==> src/rtl/probe_contact_trigger_detector_defines.svh <==
// Assertion macros used by the detector top level
`ifndef PROBE_CONTACT_TRIGGER_DETECTOR_DEFINES_SVH
`define PROBE_CONTACT_TRIGGER_DETECTOR_DEFINES_SVH

// Check a condition at every clock edge out of reset
`define PCTD_ASSERT_ALWAYS(lbl, cond, msg) \
	lbl: assert property (@(posedge clk) disable iff (!arst_n) (cond)) else $error(msg);

// Check that an antecedent implies a consequent in the same cycle
`define PCTD_ASSERT_IMPLIES(lbl, ante, cons, msg) \
	lbl: assert property (@(posedge clk) disable iff (!arst_n) (ante) |-> (cons)) \
		else $error(msg);

`endif

==> src/rtl/pctd_pkg.sv <==
// Constants, types and codes of the probe contact trigger detector
package pctd_pkg;

	localparam int WINDOW     = 10;
	localparam int RDW        = 28;
	localparam int DW         = RDW + 1;
	localparam int IDXW       = $clog2(WINDOW);
	localparam int POSW       = $clog2(WINDOW + 1);
	localparam int SUMW       = DW + $clog2(WINDOW);
	localparam int MAGW       = SUMW - 1;
	localparam int DIVW       = MAGW;
	localparam int RCPW       = DIVW + 1;
	localparam int RCP_SH     = DIVW + $clog2(WINDOW);
	localparam int PRODW      = DIVW + RCPW;
	localparam int CMPW       = DW + 2;
	localparam int PEAK_FLOOR = 100;
	localparam int IN_TDW     = 32;
	localparam int OUT_TDW    = 8;
	localparam int CFG_IW     = 3;

	localparam logic [RCPW-1:0] RECIP =
		RCPW'(((64'd1 << RCP_SH) + 64'(WINDOW) - 64'd1) / 64'(WINDOW));

	localparam logic [RDW-1:0] TRIG_LVL_RST  = RDW'(33784425);
	localparam logic [RDW-1:0] REL_LVL_RST   = RDW'(33581718);
	localparam logic [RDW-1:0] SLOPE_THR_RST = RDW'(1000);

	typedef enum logic [CFG_IW-1:0] {
		CFG_ARMED      = 3'd0,
		CFG_SLOPE_MODE = 3'd1,
		CFG_TRIG_LVL   = 3'd2,
		CFG_REL_LVL    = 3'd3,
		CFG_SLOPE_THR  = 3'd4
	} cfg_idx_t;

	typedef struct packed {
		logic shift;
		logic load;
	} cell_ctl_t;

	typedef struct packed {
		logic            start;
		logic [DIVW-1:0] mag;
	} div_req_t;

	typedef struct packed {
		logic            done;
		logic [DIVW-1:0] quo;
	} div_rsp_t;

endpackage

==> src/rtl/pctd_cell.sv <==
// One ring cell: holds a delta, loads a new one or takes its neighbor's
module pctd_cell (
	input  logic                             clk,
	input  logic                             arst_n,
	input  pctd_pkg::cell_ctl_t              ctl,
	input  logic signed [pctd_pkg::DW-1:0]   nbr,
	input  logic signed [pctd_pkg::DW-1:0]   load_val,
	output logic signed [pctd_pkg::DW-1:0]   val
);
	import pctd_pkg::*;

	logic signed [DW-1:0] val_q;

	always_ff @(posedge clk or negedge arst_n) begin
		if (!arst_n) begin
			val_q <= '0;
		end else if (ctl.load) begin
			val_q <= load_val;
		end else if (ctl.shift) begin
			val_q <= nbr;
		end
	end

	assign val = val_q;

endmodule

==> src/rtl/pctd_div.sv <==
// Divider of a magnitude by the window length: the magnitude is registered, then multiplied by the reciprocal
module pctd_div (
	input  logic                clk,
	input  logic                arst_n,
	input  pctd_pkg::div_req_t  req,
	output pctd_pkg::div_rsp_t  rsp
);
	import pctd_pkg::*;

	logic             busy_q;
	logic             done_q;
	logic [DIVW-1:0]  mag_q;
	logic [PRODW-1:0] prod_q;

	always_ff @(posedge clk or negedge arst_n) begin
		if (!arst_n) begin
			busy_q <= 1'b0;
			done_q <= 1'b0;
		end else begin
			busy_q <= req.start;
			done_q <= busy_q;
		end
	end

	always_ff @(posedge clk) begin
		if (req.start) begin
			mag_q <= req.mag;
		end
		if (busy_q) begin
			prod_q <= PRODW'(mag_q) * PRODW'(RECIP);
		end
	end

	assign rsp.done = done_q;
	assign rsp.quo  = DIVW'(prod_q[PRODW-1:RCP_SH]);

endmodule

==> src/rtl/probe_contact_trigger_detector.sv <==
// Top level of the probe contact trigger detector
//
//  port group | role            | payload
//  s_axis     | sensor items    | tdata: reading; tuser: req_type
//  m_axis     | result items    | tdata: triggered, indicator
//  cfg        | register writes | cfg_index, cfg_data
//
// An item that forms no average is accepted, then its result is issued. An
// averaging item rotates the cell ring through the accumulator, then the divider
// multiplies the sum's magnitude by the reciprocal of WINDOW. One item is worked
// at a time. A result waiting on m_axis does not block acceptance of the next
// item, but that item's result waits until the held one is taken. Reset clears
// all state but the divider's operand and product; ring cells included, no clearing pass.
`include "probe_contact_trigger_detector_defines.svh"

module probe_contact_trigger_detector (
	input  logic                             clk,
	input  logic                             arst_n,
	input  logic                             s_axis_tvalid,
	output logic                             s_axis_tready,
	input  logic [pctd_pkg::IN_TDW-1:0]      s_axis_tdata,   // [27:0] reading
	input  logic                             s_axis_tuser,   // [0] req_type
	output logic                             m_axis_tvalid,
	input  logic                             m_axis_tready,
	output logic [pctd_pkg::OUT_TDW-1:0]     m_axis_tdata,   // [0] triggered, [1] indicator
	input  logic                             cfg_valid,
	output logic                             cfg_ready,
	input  logic [pctd_pkg::CFG_IW-1:0]      cfg_index,
	input  logic [pctd_pkg::RDW-1:0]         cfg_data
);
	import pctd_pkg::*;

	typedef enum logic [5:0] {
		ST_IDLE = 6'b000001,
		ST_SUM  = 6'b000010,
		ST_ABS  = 6'b000100,
		ST_WAIT = 6'b001000,
		ST_CMP  = 6'b010000,
		ST_OUT  = 6'b100000
	} state_t;

	state_t               st_q;
	logic                 armed_q;
	logic                 slope_q;
	logic [RDW-1:0]       trig_lvl_q;
	logic [RDW-1:0]       rel_lvl_q;
	logic [RDW-1:0]       slope_thr_q;
	logic [RDW-1:0]       baseline_q;
	logic [POSW-1:0]      ring_pos_q;
	logic                 primed_q;
	logic signed [DW-1:0] peak_q;
	logic                 ind_q;
	logic                 trig_q;
	logic signed [SUMW-1:0] acc_q;
	logic [IDXW-1:0]      cnt_q;
	logic                 neg_q;
	logic                 m_valid_q;
	logic [1:0]           m_data_q;

	logic                 in_acc;
	logic                 req;
	logic [RDW-1:0]       rd;
	logic signed [DW-1:0] delta;
	logic                 at_end;
	logic [IDXW-1:0]      wr_slot;
	logic                 slope_go;
	logic                 avg_go;
	logic                 level_trig;
	logic [MAGW-1:0]      mag_v;
	logic signed [SUMW-1:0] neg_acc;
	logic signed [DW-1:0] avg;
	logic [DW-1:0]        quo_v;
	logic signed [CMPW-1:0] thr_sum;
	logic                 fire;
	logic                 out_free;

	logic signed [DW-1:0] cell_val [WINDOW];
	cell_ctl_t            cell_ctl [WINDOW];
	div_req_t             div_req;
	div_rsp_t             div_rsp;

	assign cfg_ready     = 1'b1;
	assign s_axis_tready = (st_q == ST_IDLE);
	assign in_acc        = s_axis_tvalid && s_axis_tready;
	assign req           = s_axis_tuser;
	assign rd            = s_axis_tdata[RDW-1:0];
	assign delta         = $signed({1'b0, rd}) - $signed({1'b0, baseline_q});
	assign at_end        = (ring_pos_q == POSW'(WINDOW));
	assign wr_slot       = at_end ? '0 : ring_pos_q[IDXW-1:0];
	assign slope_go      = in_acc && !req && armed_q && slope_q && (baseline_q != '0);
	assign avg_go        = slope_go && (at_end || primed_q);
	assign level_trig    = armed_q && !slope_q && (rd != '0) && (rd > trig_lvl_q);

	generate
		for (genvar i = 0; i < WINDOW; i++) begin : g_ring
			assign cell_ctl[i].shift = (st_q == ST_SUM);
			assign cell_ctl[i].load  = slope_go && (wr_slot == IDXW'(i));
			pctd_cell u_cell (
				.clk      (clk),
				.arst_n   (arst_n),
				.ctl      (cell_ctl[i]),
				.nbr      (cell_val[(i + 1) % WINDOW]),
				.load_val (delta),
				.val      (cell_val[i])
			);
		end
	endgenerate

	assign neg_acc     = -acc_q;
	assign mag_v       = acc_q[SUMW-1] ? neg_acc[MAGW-1:0] : acc_q[MAGW-1:0];
	assign div_req.start = (st_q == ST_ABS);
	assign div_req.mag   = DIVW'(mag_v);

	pctd_div u_div (
		.clk    (clk),
		.arst_n (arst_n),
		.req    (div_req),
		.rsp    (div_rsp)
	);

	assign quo_v   = div_rsp.quo[DW-1:0];
	assign avg     = neg_q ? -$signed(quo_v) : $signed(quo_v);
	assign thr_sum = $signed({2'b00, 1'b0, slope_thr_q}) + CMPW'(avg);
	assign fire    = (CMPW'(peak_q) > thr_sum) && (peak_q > $signed(DW'(PEAK_FLOOR)));
	assign out_free = !m_valid_q || m_axis_tready;

	always_ff @(posedge clk or negedge arst_n) begin
		if (!arst_n) begin
			armed_q     <= 1'b0;
			slope_q     <= 1'b0;
			trig_lvl_q  <= TRIG_LVL_RST;
			rel_lvl_q   <= REL_LVL_RST;
			slope_thr_q <= SLOPE_THR_RST;
		end else if (cfg_valid && cfg_ready) begin
			unique case (cfg_idx_t'(cfg_index))
				CFG_ARMED:      armed_q     <= cfg_data[0];
				CFG_SLOPE_MODE: slope_q     <= cfg_data[0];
				CFG_TRIG_LVL:   trig_lvl_q  <= cfg_data;
				CFG_REL_LVL:    rel_lvl_q   <= cfg_data;
				CFG_SLOPE_THR:  slope_thr_q <= cfg_data;
				default: ;
			endcase
		end
	end

	always_ff @(posedge clk or negedge arst_n) begin
		if (!arst_n) begin
			st_q       <= ST_IDLE;
			baseline_q <= '0;
			ring_pos_q <= '0;
			primed_q   <= 1'b0;
			peak_q     <= '0;
			ind_q      <= 1'b0;
			trig_q     <= 1'b0;
			acc_q      <= '0;
			cnt_q      <= '0;
			neg_q      <= 1'b0;
			m_valid_q  <= 1'b0;
			m_data_q   <= '0;
		end else begin
			if (m_valid_q && m_axis_tready && st_q != ST_OUT) begin
				m_valid_q <= 1'b0;
			end
			unique case (st_q)
				ST_IDLE: begin
					if (in_acc) begin
						acc_q  <= '0;
						cnt_q  <= '0;
						st_q   <= avg_go ? ST_SUM : ST_OUT;
						if (req) begin
							trig_q     <= 1'b0;
							baseline_q <= '0;
							ring_pos_q <= '0;
							primed_q   <= 1'b0;
							peak_q     <= '0;
						end else begin
							trig_q <= level_trig;
							if (rd != '0) begin
								if (rd > trig_lvl_q) begin
									ind_q <= 1'b1;
								end else if (rd < rel_lvl_q) begin
									ind_q <= 1'b0;
								end
							end
							if (armed_q && slope_q) begin
								baseline_q <= rd;
								if (slope_go) begin
									ring_pos_q <= POSW'(wr_slot) + POSW'(1);
									primed_q   <= primed_q || at_end;
								end
							end
						end
					end
				end
				ST_SUM: begin
					acc_q <= acc_q + SUMW'(cell_val[0]);
					cnt_q <= cnt_q + IDXW'(1);
					if (cnt_q == IDXW'(WINDOW - 1)) begin
						st_q <= ST_ABS;
					end
				end
				ST_ABS: begin
					neg_q <= acc_q[SUMW-1];
					st_q  <= ST_WAIT;
				end
				ST_WAIT: begin
					if (div_rsp.done) begin
						st_q <= ST_CMP;
					end
				end
				ST_CMP: begin
					if (fire) begin
						trig_q     <= 1'b1;
						baseline_q <= '0;
						ring_pos_q <= '0;
						primed_q   <= 1'b0;
						peak_q     <= '0;
					end else if (avg > peak_q) begin
						peak_q <= avg;
					end
					st_q <= ST_OUT;
				end
				ST_OUT: begin
					if (out_free) begin
						m_valid_q <= 1'b1;
						m_data_q  <= {ind_q, trig_q};
						st_q      <= ST_IDLE;
					end
				end
				default: st_q <= ST_IDLE;
			endcase
		end
	end

	assign m_axis_tvalid = m_valid_q;
	assign m_axis_tdata  = OUT_TDW'(m_data_q);

	`PCTD_ASSERT_ALWAYS(a_pos_range, ring_pos_q <= POSW'(WINDOW), "ring position past window")
	`PCTD_ASSERT_ALWAYS(a_peak_nonneg, !peak_q[DW-1], "peak average went negative")
	`PCTD_ASSERT_IMPLIES(a_primed_pos, primed_q, ring_pos_q != '0, "primed with empty position")
	`PCTD_ASSERT_IMPLIES(a_div_done, div_rsp.done, st_q == ST_WAIT, "divider done out of wait")

endmodule
==> config.mk <==
export PLATFORM = sky130hd
export DESIGN_NAME = probe_contact_trigger_detector
export DESIGN_NICKNAME = d
export VERILOG_FILES = /design/src/rtl/pctd_pkg.sv /design/src/rtl/pctd_cell.sv /design/src/rtl/pctd_div.sv /design/src/rtl/probe_contact_trigger_detector.sv
export VERILOG_INCLUDE_DIRS = /design/src /design/src/rtl
export SDC_FILE = /design/constraint.sdc
export NUM_CORES = 2
export LEC_CHECK = 0
export BUFFER_PORTS_ARGS = -buffer_cell sky130_fd_sc_hd__buf_2
export CAP_MARGIN = 10
export CORE_MARGIN = 10
export CORE_UTILIZATION = 40
export CTS_BUF_LIST = sky130_fd_sc_hd__clkbuf_4
export CTS_CLUSTER_DIAMETER = 150
export DETAILED_ROUTE_END_ITERATION = 16
export HOLD_SLACK_MARGIN = 0.08
export SLEW_MARGIN = 20
export SYNTH_ARGS = -nofsm -noshare
export SYNTH_HDL_FRONTEND = slang
export SYNTH_SLANG_ARGS = --single-unit
==> constraint.sdc <==
create_clock -name clk -period 7.96 [get_ports clk]
set_input_delay 1.592 -clock clk [delete_from_list [all_inputs] [get_ports clk]]
set_output_delay 1.592 -clock clk [all_outputs]
set_load 0.01 [all_outputs]
==> impl_summary.log <==
INFO  metric outcome = finished clean
INFO  metric finClkSkew = between 0.1 and 0.15 ns
INFO  metric netlist.area_leader.share = roughly 24%
INFO  metric dominant_combinational_cell_family_by_area_after_synthesis = adder cells
INFO  metric timing.critical_path.from_type = flip-flop
INFO  metric dieArea = around 130000 um^2
INFO  metric cts_made_buffers = 148
INFO  metric drt_pass1_iterations = 5
INFO  metric worst_hold_path_type = reg -> reg
INFO  metric cts-root-to-sink-buffers = 3
INFO  metric finish.utilization = 44.3%
INFO  metric start_util = between 40% and 50%
INFO  metric tritoncts = built
INFO  metric finalWorstSetupSlack = 0.194 ns
INFO  metric worst-slew-pin-transition = 1.15 ns
INFO  metric synth_area_leaders = dfrtp_1 (24%), fa_1 (16%), ha_1 (15%)
INFO  metric area_growth = 10.4%
INFO  metric ir_worst_vdd = 0.000191 V
INFO  metric insertion_delay = 1.00 ns
INFO  metric preCtsSetupSlack = -0.326 ns
INFO  metric critPathRequiredTime = 8.67 ns
INFO  metric maxSlewHeadroom = 23.2%
INFO  metric via_count_of_the_first_global_routing_pass = 37800
INFO  metric hpwlAfterDp = 109 mm
INFO  metric synth_async_sr_flop_share = 88.9%
INFO  metric antenna_left = 0
INFO  metric synth-edff-count = 61
INFO  metric power.static_leakage = 0.0263 uW
INFO  metric overflow_after_grt = 0
INFO  metric finalWirelength = 141 mm
INFO  metric crit_slowest_cell = fa_1
INFO  metric cts_htree_levels = 4
INFO  metric grt_start_max_net_pins = approximately 160
INFO  metric timing.critical_path.mode_cell = fa_1
INFO  metric post_synthesis_sequential_element_count = between 500 and 600
INFO  metric number_of_vias_per_cell_after_detailed_routing = between 5 and 6
INFO  metric timing_worst_setup_path_type = reg -> reg
INFO  metric gp_congestion = 0.934
INFO  metric yosysSeqAreaShare = 29.4%
INFO  metric grt_pass1_wl = around 220 mm
INFO  metric nNetsFinal = 6376
INFO  metric critical-path-max-stage-delay = 0.59 ns
INFO  metric drcViolationCount = 0
INFO  metric grt_setup_unrepaired = no
INFO  metric die_w = between 300 and 400 um
INFO  metric synthesis.yosys.warnings = 0
INFO  metric grt_antenna_before_repair = 5
INFO  metric worstPathCellList = ha_1 -> xor2_1 -> ha_1 -> or2_2 -> fa_1 -> fa_1 -> fa_1 -> fa_1 -> fa_1 -> inv_1 -> fa_1 -> inv_1 -> ha_1 -> a21o_1 -> a21o_1 -> a211oi_1 -> o211ai_1 -> o311ai_2 -> buf_4 -> a211oi_2 -> a311oi_2 -> o21ai_0 -> xnor2_1
INFO  metric synth_compound_gate_area_share = 12.9%
INFO  metric via_count = 37600
INFO  metric route.detailed.wl_per_inst = 19.9 um
INFO  metric synth-simple-area-share = 14.3%
INFO  metric max_frequency = approximately 0.13 GHz
INFO  metric floorplan.core_area = 120000 um^2
INFO  metric final_layout_size_suffix_gt1_share = 11.0%
INFO  metric synthDistinctLibCells = 74
INFO  metric yosys.area_share.xor_xnor = 3.76%
INFO  metric fillers = 11800
INFO  metric portBuffers = 68
INFO  metric synth_cells = 5164
INFO  metric clkTransAtPathRegs = 0.07 ns
INFO  metric die_h = 367 um
INFO  metric cp_data_arrival_time = 8.48 ns
INFO  metric synthesis.area_per_instance = 9.30 um^2
INFO  metric crit_family = adder cells
INFO  metric drt-initial-drc-count = just under 3000
INFO  metric io_pins = 80
INFO  metric ys_dominant_reg_cell = dfrtp_1
INFO  metric critPathCaptureType = flip-flop
INFO  metric final_cell_area_excluding_filler_cells = 53000 um^2
INFO  metric power_density = roughly 190 nW/um^2
INFO  metric netlist.top_cell.by_area = dfrtp_1
INFO  metric path_max_fanout = 3
INFO  metric synth_area = 48000 um^2
INFO  metric timing.critical_path.buf_inv = 3
INFO  metric placed_cell_area = roughly 50000 um^2
INFO  metric root_buffer = clkbuf_4
INFO  metric clock_sinks = 550
INFO  metric post_synth_fa_ha_maj_area_fraction = 30.8%
INFO  metric std_cell_rows = about 130
INFO  metric maxCapViolations = 0
INFO  metric overall_global_routing_resource_usage = between 20% and 30%
INFO  metric final_max_slew_viol_count = 0
INFO  metric period_needed = 7.77 ns
INFO  metric layout_worst_path_cycle_share = 97.6%
INFO  metric timing.final.setup_violations = 0
INFO  metric report.final.hold_viol_count = 0
INFO  metric post_synth_mux_area_share = ~1.7%
path summary, 6_finish.rpt:
path                                                end                     from  cells past startpoint  slack [ns]
min in group asynchronous                trig_lvl_q[21]                   arst_n                      1        0.60
worst min register to register  g_ring[8].u_cell.val[1]  g_ring[9].u_cell.val[1]                      2        0.44
worst max register to register         u_div.prod_q[57]           u_div.mag_q[1]                     23        0.19
max in group asynchronous       g_ring[0].u_cell.val[2]                   arst_n                      2        5.90
worst min-delay path            g_ring[8].u_cell.val[1]  g_ring[9].u_cell.val[1]                      2        0.44
worst max-delay path                   u_div.prod_q[57]           u_div.mag_q[1]                     23        0.19
cell families after synthesis:
kind of cell    after synthesis
flops                       550
xor+xnor                    206
mux                          72
compound gates             1002
simple gates               1469
fa+ha+maj                   948
buf+inv                     915
other cells                   2
final cells by class:
class | instances | area, um^2 | area share [%]
Sequential cell | 550 | 14100 | 26.6
Inverter | 738 | 2770 | 5.23
Multi-Input combinational cell | 3704 | 30700 | 57.9
Clock inverter | 30 | 209 | 0.394
Timing Repair Buffer | 217 | 1540 | 2.90
Tap cell | 1612 | 2020 | 3.81
Clock buffer | 223 | 1670 | 3.16
Antenna cell | 3 | 7.51 | 0.0142
sequential cells by signal (all words and copies together), names as in the netlist, 2 cells and up:
| signal | flops |
|---|---|
| m_data_q | 2 |
| g_ring.u_cell.val | 290 |
| trig_lvl_q | 28 |
| slope_thr_q | 28 |
| cnt_q | 4 |
| acc_q | 33 |
| baseline_q | 28 |
| rel_lvl_q | 28 |
| u_div.prod_q | 29 |
| peak_q | 29 |
| ring_pos_q | 4 |
| u_div.mag_q | 32 |
| st_q | 6 |
tightest hold or removal path, stage by stage (launching register included):
cell,delay (ns)
dfrtp_1,0.35
nand2_1,0.05
o211ai_1,0.07
report_power, final:
| part | total [uW] | internal (uW) | switching, uW |
|---|---|---|---|
| clock | 2600 | 1340 | 1250 |
| combinational | 3430 | 1300 | 2130 |
| sequential | 3860 | 3390 | 470 |
layout by cell type (no fill, tap or decap), types with 49 or more instances in the layout:
cell,count
dfrtp_1,463
ha_1,557
and3_1,217
nand2_1,767
edfxtp_1,61
inv_1,738
buf_2,67
buf_4,144
xnor2_1,118
a21oi_1,372
clkbuf_4,223
a21o_1,111
o21ai_0,210
nand3_1,110
nor2_1,121
mux2_2,61
xor2_1,80
o211ai_1,49
fa_1,391
metal layers:
metal	share of wire [%]	wire, um	vias to the layer above	GRT usage [%]
met1	46	64500	18700	29.2
met4	1.8	2570	2	4.75
li1	-	-	17900	-
met2	46	65200	940	32.8
met3	6.0	8400	162	3.68
met5	0.0064	9	-	0
stage by stage:
stage	total power, uW	setup TNS [ns]	instances	hold slack (ns)
2_1_floorplan	6020	0	5169	0.439
3_3_place_gp	7200	-0.483	6817	0.452
3_5_place_dp	7280	-0.567	6817	0.464
4_1_cts	9920	0	7070	0.421
5_1_grt	10600	0	7076	0.439
6_report	9880	0	7077	0.442
timing repair:
item | in CTS | in global routing
setup endpoints to repair | 2 | 7
gates resized for setup | 2 | 6
setup buffers | 0 | 2
pin swaps | 0 | 2
hold buffers | 0 | 0
gates cloned | 0 | 0
cell usage after synthesis, drive strengths merged (28+ instances only):
cell / number
clkbuf: 159
dfrtp: 464
nor2: 123
ha: 557
mux2: 61
and3: 218
a21o: 111
a22oi: 46
o211ai: 49
nor4: 35
nand3: 111
a21oi: 372
nand2: 768
nor3: 44
o21ai: 211
edfxtp: 61
inv: 738
fa: 391
xnor2: 123
nand4: 40
xor2: 83
o21a: 28
(Power assumes the default switching activity.)
